## config.mk

```make
export PLATFORM = sky130hd
export DESIGN_NAME = lru_frame_replacer
export DESIGN_NICKNAME = d
export VERILOG_FILES = /design/src/hw/rtl/lfr_pkg.sv /design/src/hw/rtl/lfr_link_ram.sv /design/src/hw/rtl/lfr_seq.sv /design/src/hw/rtl/lru_frame_replacer.sv
export SDC_FILE = /design/constraint.sdc
export NUM_CORES = 1
export LEC_CHECK = 0
export ABC_AREA = 0
export BUFFER_PORTS_ARGS = -buffer_cell sky130_fd_sc_hd__clkbuf_2
export CORE_ASPECT_RATIO = 1.5
export CORE_MARGIN = 5
export CORE_UTILIZATION = 40
export CTS_CLUSTER_SIZE = 10
export DETAILED_ROUTE_END_ITERATION = 8
export PLACE_DENSITY_LB_ADDON = 0.1
export SLEW_MARGIN = 20
export SYNTH_ARGS = -nofsm -noshare
export SYNTH_HDL_FRONTEND = slang
export SYNTH_HIERARCHICAL = 1
export SYNTH_SLANG_ARGS = --single-unit
export TNS_END_PERCENT = 30
```

## constraint.sdc

```tcl
create_clock -name clk -period 10.7 [get_ports clk]
set_input_delay 2.14 -clock clk [delete_from_list [all_inputs] [get_ports clk]]
set_output_delay 2.14 -clock clk [all_outputs]
set_load 0.01 [all_outputs]
```

## src/hw/rtl/lfr_pkg.sv

```systemverilog
`default_nettype none

package lfr_pkg;

	localparam int CMD_W  = 2;
	localparam int FID_W  = 6;
	localparam int SIZE_W = 7;
	localparam int CAP_W  = 7;

	localparam logic [CAP_W-1:0] CAP_RESET = 7'd64;

	typedef enum logic [CMD_W-1:0] {
		CMD_VICTIM = 2'd0,
		CMD_PIN    = 2'd1,
		CMD_UNPIN  = 2'd2
	} cmd_t;

	typedef struct packed {
		cmd_t             cmd;
		logic [FID_W-1:0] frame;
	} req_t;

	typedef struct packed {
		logic              found;
		logic [FID_W-1:0]  victim_frame;
		logic [SIZE_W-1:0] size;
	} res_t;

endpackage

`default_nettype wire

```

## src/hw/rtl/lfr_link_ram.sv

```systemverilog
`default_nettype none

module lfr_link_ram #(
	parameter int DEPTH = 64,
	parameter int WIDTH = 6
) (
	input  wire                      clk,
	input  wire                      we,
	input  wire  [$clog2(DEPTH)-1:0] waddr,
	input  wire  [WIDTH-1:0]         wdata,
	input  wire  [$clog2(DEPTH)-1:0] raddr,
	output logic [WIDTH-1:0]         rdata
);

	logic [WIDTH-1:0] mem [DEPTH];

	always_ff @(posedge clk) begin
		if (we) begin
			mem[waddr] <= wdata;
		end
	end

	always_ff @(posedge clk) begin
		rdata <= mem[raddr];
	end

endmodule

`default_nettype wire

```

## src/hw/rtl/lfr_seq.sv

```systemverilog
`default_nettype none

module lfr_seq #(
	parameter int FRAMES = 64
) (
	input  wire                         clk,
	input  wire                         arst_n,
	input  wire                         req_valid,
	output logic                        req_ready,
	input  lfr_pkg::req_t               req,
	input  wire  [lfr_pkg::CAP_W-1:0]   cap,
	output logic                        res_valid,
	input  wire                         res_ready,
	output lfr_pkg::res_t               res
);

	localparam int IW = $clog2(FRAMES);
	// only frame ids that fit the id field can ever be present
	localparam int PD = (FRAMES < (1 << lfr_pkg::FID_W)) ? FRAMES : (1 << lfr_pkg::FID_W);
	localparam int PW = $clog2(PD);

	typedef enum logic [4:0] {
		ST_IDLE   = 5'b00001,
		ST_DECIDE = 5'b00010,
		ST_LINK   = 5'b00100,
		ST_PUSH   = 5'b01000,
		ST_DONE   = 5'b10000
	} state_t;

	state_t                     state_q, state_d;
	lfr_pkg::cmd_t              cmd_q;
	logic [lfr_pkg::FID_W-1:0]  fid_q;
	logic [IW-1:0]              tgt_q, tgt_d;
	logic                       push_q, push_d;
	logic                       found_q, found_d;
	logic [IW-1:0]              newest_q, oldest_q;
	logic [lfr_pkg::SIZE_W-1:0] count_q;
	logic [PD-1:0]              present_q;

	logic                       fid_ok;
	logic [IW-1:0]              fidx;
	logic                       fid_present;
	logic [lfr_pkg::CAP_W-1:0]  cap_eff;
	logic                       full;

	logic          nl_we, ol_we;
	logic [IW-1:0] nl_waddr, nl_wdata, ol_waddr, ol_wdata;
	logic [IW-1:0] nl_rdata, ol_rdata;

	assign fid_ok      = 32'(fid_q) < FRAMES;
	assign fidx        = IW'(fid_q);
	assign fid_present = fid_ok && present_q[fid_q[PW-1:0]];

	always_comb begin
		cap_eff = cap;
		if (cap == '0) begin
			cap_eff = lfr_pkg::CAP_W'(1);
		end else if (32'(cap) > FRAMES) begin
			cap_eff = lfr_pkg::CAP_W'(FRAMES);
		end
	end

	assign full = (count_q >= lfr_pkg::SIZE_W'(cap_eff)) && (count_q != '0);

	assign req_ready = (state_q == ST_IDLE);
	assign res_valid = (state_q == ST_DONE);

	assign res.found        = found_q;
	assign res.victim_frame = found_q ? lfr_pkg::FID_W'(tgt_q) : '0;
	assign res.size         = count_q;

	always_comb begin
		state_d = state_q;
		tgt_d   = tgt_q;
		push_d  = push_q;
		found_d = found_q;
		case (state_q)
			ST_IDLE: begin
				if (req_valid) begin
					state_d = ST_DECIDE;
				end
			end
			ST_DECIDE: begin
				push_d  = 1'b0;
				found_d = 1'b0;
				state_d = ST_DONE;
				case (cmd_q)
					lfr_pkg::CMD_VICTIM: begin
						if (count_q != '0) begin
							tgt_d   = oldest_q;
							found_d = 1'b1;
							state_d = ST_LINK;
						end
					end
					lfr_pkg::CMD_PIN: begin
						if (fid_present) begin
							tgt_d   = fidx;
							state_d = ST_LINK;
						end
					end
					lfr_pkg::CMD_UNPIN: begin
						if (fid_ok && !fid_present) begin
							push_d = 1'b1;
							if (full) begin
								// drop the oldest frame before inserting
								tgt_d   = oldest_q;
								state_d = ST_LINK;
							end else begin
								state_d = ST_PUSH;
							end
						end
					end
					default: begin
						state_d = ST_DONE;
					end
				endcase
			end
			ST_LINK: begin
				state_d = push_q ? ST_PUSH : ST_DONE;
			end
			ST_PUSH: begin
				state_d = ST_DONE;
			end
			ST_DONE: begin
				if (res_ready) begin
					state_d = ST_IDLE;
				end
			end
			default: begin
				state_d = ST_IDLE;
			end
		endcase
	end

	// link writes: unlink splices the neighbours, push hooks onto the newest end
	always_comb begin
		nl_we    = 1'b0;
		nl_waddr = ol_rdata;
		nl_wdata = nl_rdata;
		ol_we    = 1'b0;
		ol_waddr = nl_rdata;
		ol_wdata = ol_rdata;
		if (state_q == ST_LINK) begin
			nl_we = (tgt_q != oldest_q);
			ol_we = (tgt_q != newest_q);
		end else if (state_q == ST_PUSH) begin
			nl_we    = (count_q != '0);
			nl_waddr = newest_q;
			nl_wdata = fidx;
			ol_we    = 1'b1;
			ol_waddr = fidx;
			ol_wdata = newest_q;
		end
	end

	always_ff @(posedge clk or negedge arst_n) begin
		if (!arst_n) begin
			state_q   <= ST_IDLE;
			push_q    <= 1'b0;
			found_q   <= 1'b0;
			newest_q  <= '0;
			oldest_q  <= '0;
			count_q   <= '0;
			present_q <= '0;
		end else begin
			state_q <= state_d;
			push_q  <= push_d;
			found_q <= found_d;
			if (state_q == ST_LINK) begin
				if (tgt_q == oldest_q) begin
					oldest_q <= nl_rdata;
				end
				if (tgt_q == newest_q) begin
					newest_q <= ol_rdata;
				end
				present_q[tgt_q[PW-1:0]] <= 1'b0;
				count_q <= count_q - lfr_pkg::SIZE_W'(1);
			end else if (state_q == ST_PUSH) begin
				if (count_q == '0) begin
					oldest_q <= fidx;
				end
				newest_q <= fidx;
				present_q[fid_q[PW-1:0]] <= 1'b1;
				count_q <= count_q + lfr_pkg::SIZE_W'(1);
			end
		end
	end

	always_ff @(posedge clk) begin
		tgt_q <= tgt_d;
		if (req_valid && req_ready) begin
			cmd_q <= req.cmd;
			fid_q <= req.frame;
		end
	end

	lfr_link_ram #(
		.DEPTH(FRAMES),
		.WIDTH(IW)
	) u_newer_ram (
		.clk  (clk),
		.we   (nl_we),
		.waddr(nl_waddr),
		.wdata(nl_wdata),
		.raddr(tgt_d),
		.rdata(nl_rdata)
	);

	lfr_link_ram #(
		.DEPTH(FRAMES),
		.WIDTH(IW)
	) u_older_ram (
		.clk  (clk),
		.we   (ol_we),
		.waddr(ol_waddr),
		.wdata(ol_wdata),
		.raddr(tgt_d),
		.rdata(ol_rdata)
	);

endmodule

`default_nettype wire

```

## src/hw/rtl/lru_frame_replacer.sv

```systemverilog
`default_nettype none

// LRU replacer for buffer frames: keeps the evictable frames as a doubly linked
// list in two link memories (one read and one write port each, registered read)
// with a presence bit per frame and head, tail and count registers. Commands
// arrive on s_* (victim, pin, unpin) and each gives exactly one result on m_*
// carrying found, the victim frame and the count afterwards. An operation that
// unlinks or inserts one frame reads the registered link memories and then
// writes back the neighbouring links; an unpin that first drops the oldest
// frame unlinks it before the insert. The result sits in an output register,
// so a new command is taken while it waits. The capacity is written on cfg_*;
// the user must do so only while no command is in flight, as the block
// does not enforce it; 0 counts as 1.
module lru_frame_replacer #(
	parameter int FRAMES = 64
) (
	input  wire                        clk,
	input  wire                        arst_n,
	input  wire                        s_tvalid,
	output logic                       s_tready,
	input  wire  [7:0]                 s_tdata,   // frame[5:0], zero[7:6]
	input  wire  [lfr_pkg::CMD_W-1:0]  s_tuser,   // cmd[1:0]
	output logic                       m_tvalid,
	input  wire                        m_tready,
	output logic [15:0]                m_tdata,   // victim_frame[5:0], size[12:6], zero[15:13]
	output logic                       m_tuser,   // found[0]
	input  wire                        cfg_valid,
	output logic                       cfg_ready,
	input  wire  [lfr_pkg::CAP_W-1:0]  cfg_data
);

	logic [lfr_pkg::CAP_W-1:0] cap_q;
	lfr_pkg::req_t             req;
	lfr_pkg::res_t             res, res_q;
	logic                      res_valid, res_ready;
	logic                      m_tvalid_q;

	assign cfg_ready = 1'b1;

	always_ff @(posedge clk or negedge arst_n) begin
		if (!arst_n) begin
			cap_q <= lfr_pkg::CAP_RESET;
		end else if (cfg_valid) begin
			cap_q <= cfg_data;
		end
	end

	assign req.cmd   = lfr_pkg::cmd_t'(s_tuser);
	assign req.frame = s_tdata[lfr_pkg::FID_W-1:0];

	lfr_seq #(
		.FRAMES(FRAMES)
	) u_seq (
		.clk      (clk),
		.arst_n   (arst_n),
		.req_valid(s_tvalid),
		.req_ready(s_tready),
		.req      (req),
		.cap      (cap_q),
		.res_valid(res_valid),
		.res_ready(res_ready),
		.res      (res)
	);

	// output register frees the sequencer as soon as a transaction is handed over
	assign res_ready = !m_tvalid_q || m_tready;

	always_ff @(posedge clk or negedge arst_n) begin
		if (!arst_n) begin
			m_tvalid_q <= 1'b0;
		end else if (res_ready) begin
			m_tvalid_q <= res_valid;
		end
	end

	always_ff @(posedge clk) begin
		if (res_valid && res_ready) begin
			res_q <= res;
		end
	end

	assign m_tvalid = m_tvalid_q;
	assign m_tuser  = res_q.found;
	assign m_tdata  = {3'b000, res_q.size, res_q.victim_frame};

endmodule

`default_nettype wire
```

==> results.toml <==
[sta]
hold_viol = 0
fmax_mhz = 152
clock_skew_ps = 30.4
rsz0062_at_grt = "no"
finalCritPeriodShare_pct = 61.3
whs_ps = 502
tns_ps = 0
drv_slew = 0
tightestPinTransition_ps = 1060
slew_headroom_pct = 28.5
setup_viol = 0
finalCriticalPeriod_ps = 6560

[power]
swShare_pct = 32.9
power_frac_comb_pct = 31.1
clkPwrFrac_pct = 27.5
seqPwrFrac_pct = 41.5
switching_power_uw = 3620
leakagePower_uw = 0.0134
peakVddDrop_v = 0.000155
p_int_uw = 7370
powerDensity_mw_per_mm2 = 268

[synth]
synth_warnings = 6
synth-edff-count = 790
synth_cells = 2073
yosysMostFrequentCell = "edfxtp_1"
synth_top_area_share_pct = 64.2
synth-seq-area-share_pct = 71.8
yosys.area.top_type = "edfxtp_1"
avgSynthCellArea_um2 = 17.8
synth_area_mm2 = 0.0370
ys.flop_type = "edfxtp_1"
synth_cell_type_count = 68
synthArstFlopShare_pct = 10.8
synthTopCellsByCount = "790 x edfxtp_1, 180 x mux4_2, 160 x nor2_1"
synth_area_leaders = "edfxtp_1 64%, mux4_2 11%, dfrtp_1 6.5%, o21ai_0 1.9%, nor2_1 1.6%"
synth-seq-cells = 906

[setup_path]
cp-start-kind = "flip-flop"
arrival_ps = 7170
end_kind = "flip-flop"
worstSetupPathType = "flip-flop to flip-flop"
rr_worst_depth = 14
max_stage_delay_ps = 980
worstReg2RegStart = "u_seq/fid_q[0]$_DFFE_PP_"
regToRegEndpoint = "u_seq/u_older_ram/rdata[1]$_DFF_P_"
ff2ff_setup_slack_ps = 4140
crit_end = "u_seq/u_older_ram/rdata[1]$_DFF_P_"
crit_slowest_cell = "edfxtp_1"
cp_max_fo = 38
cp-startpoint = "u_seq/fid_q[0]$_DFFE_PP_"
required_ps = 11310
cp_cell_sequence = "inv_1 -> o311a_1 -> o211ai_1 -> and4_1 -> a311oi_1 -> a31oi_1 -> a211oi_1 -> o22ai_4 -> buf_4 -> mux4_2 -> o22a_1 -> o221ai_1 -> nor3_1 -> o22a_1"
cp_common_cell = "o22a_1"

[place]
io_buffers = 35
gp_congestion = 0.794
hpwl_mm = 55.7
dp_cells = 3201
place_area_mm2 = 0.0382

[route]
met2_length_mm = 46.8
wirelength_mm = 91.2
dr_total_vias = 19529
wl_met1_mm = 36.2
drc = 0
dr_wl_met3_mm = 4.06
final_antenna_net_count = 0
drt_iter0_drc = 1372
via_per_inst = 5.84
dr.pass1.iters = 6
routed.top_layer = "met4"
wl_per_cell_um = 27.3

[cts]
hold_buffers = 0
postCtsResizedCells = 0
cts_tree = "yes"
post-cts-setup-buffers = 0
clkLatencyLatePin_ps = 680
cts_max_path_buffers = 3
cts.clk_slew.worst_paths_ps = 60
htreeDepth = 3
clock-sinks = 906
cts_root_buffer = "clkbuf_16"
cts_buffers = 101

[die]
floorplan.die_area_mm2 = 0.0987
fp.dieH_um = 382
start_util_pct = 40.3
row_count = 136
ios = 42
coreArea_mm2 = 0.0917
die_w_um = 258

[cells_and_area]
regArea_mm2 = 0.0265
n_antenna_cell = 0
fillers = 7861
final_area_mm2 = 0.0410
multi_input_area_mm2 = 0.00975
fin_nets = 2166
syn2layout_area_growth_pct = 11.0
stdcell_count = 3342
drive_gt1_share_pct = 19.4

[grt]
grt_max_degree = 113
grt_pass1_vias = 20591
grt_overflow_total = 0
grt_pass1_wl_mm = 136
antenna_found_initial = 0
grt_usage_pct = 18.4

[status]
status = "finished clean"

[flow_run]
cap_violations = 0

[min_path]
min_delay_path_depth = 2
hold_path.class = "flip-flop to flip-flop"
layout by cell type (no fill, tap or decap), drive strengths merged, types with 18 or more instances in the layout:
master / instances
edfxtp: 790
mux4: 193
clkbuf: 168
nor2: 160
o21ai: 150
dfrtp: 96
nand2: 75
mux2i: 43
nand3: 41
mux2: 40
a21oi: 34
buf: 32
o22ai: 31
nor2b: 23
a211oi: 22
a21o: 20
dfxtp: 18
o221ai: 18
nor3: 18
inv: 18
critical path: cells and delay by family (launching register included):
| family | cells | cell delay [ps] |
|---|---|---|
| AOI/OAI and AO/OA | 9 | 2890 |
| DFF | 1 | 980 |
| buffers and inverters | 2 | 1170 |
| muxes | 1 | 370 |
| and+or+nand+nor | 2 | 1010 |
worst min-delay path by stage:
stage	end	startpoint	slack [ps]
floorplan	u_seq/state_q[3]$_DFFE_PN0P_	u_seq/push_q$_DFFE_PN0N_	460
global placement	u_seq/present_q[63]$_DFFE_PN0P_	u_seq/present_q[63]$_DFFE_PN0P_	480
detailed placement	u_seq/present_q[63]$_DFFE_PN0P_	u_seq/present_q[63]$_DFFE_PN0P_	490
CTS	u_seq/present_q[63]$_DFFE_PN0P_	u_seq/present_q[63]$_DFFE_PN0P_	500
global route	u_seq/present_q[27]$_DFFE_PN0P_	u_seq/present_q[27]$_DFFE_PN0P_	530
finish	u_seq/present_q[35]$_DFFE_PN0P_	u_seq/present_q[35]$_DFFE_PN0P_	500
registers in the layout (all words and copies together), names as in the netlist, 7 cells and up:
name	flops
u_seq/count_q	7
cap_q	7
u_seq/present_q	64
u_seq/u_older_ram/mem	384
u_seq/u_newer_ram/mem	384
m_tdata	13
stage by stage:
| step | utilization [%] | total power, uW | setup WS, ps |
|---|---|---|---|
| after floorplan | - | 6950 | 5020 |
| after global placement | 41.7 | 8050 | 4260 |
| after detailed placement | 41.7 | 8120 | 4180 |
| after CTS | 44.7 | 11200 | 4170 |
| after global routing | 44.7 | 11500 | 3850 |
| final | 44.7 | 11000 | 4140 |
metal layers:
metal	GRT usage (%)	vias up
li1	-	8431
met1	22.9	10377
met2	31.6	545
met3	3.00	176
met4	8.51	0
met5	0	-
power by group through the flow:
stage | Clock [uW] | Sequential (uW) | Combinational, uW
2_1_floorplan | 0 | 4540 | 2410
3_3_place_gp | 0 | 4620 | 3430
3_5_place_dp | 0 | 4630 | 3490
4_1_cts | 3110 | 4550 | 3500
5_1_grt | 3250 | 4560 | 3680
6_report | 3010 | 4550 | 3410
area by class of cell:
cell class                      instances  area share (%)
Sequential cell                       906            64.7
Multi-Input combinational cell       1041            23.8
Clock buffer                          134            6.47
Tap cell                             1173            3.58
Timing Repair Buffer                   66            1.06
Clock inverter                          7           0.265
Inverter                               15           0.137
cell families after synthesis:
family                     after synthesis  share of synthesized area [%]
DFF                                    906                           71.8
adders and majority gates               13                          0.460
other                                    2                         0.0203
muxes                                  276                           14.4
buffers and inverters                  128                           2.12
AOI/OAI and AO/OA                      334                           5.71
and+or+nand+nor                        396                           5.10
xor gates and xnor gates                18                          0.427
Note: power is estimated with default switching activity, not from simulation.
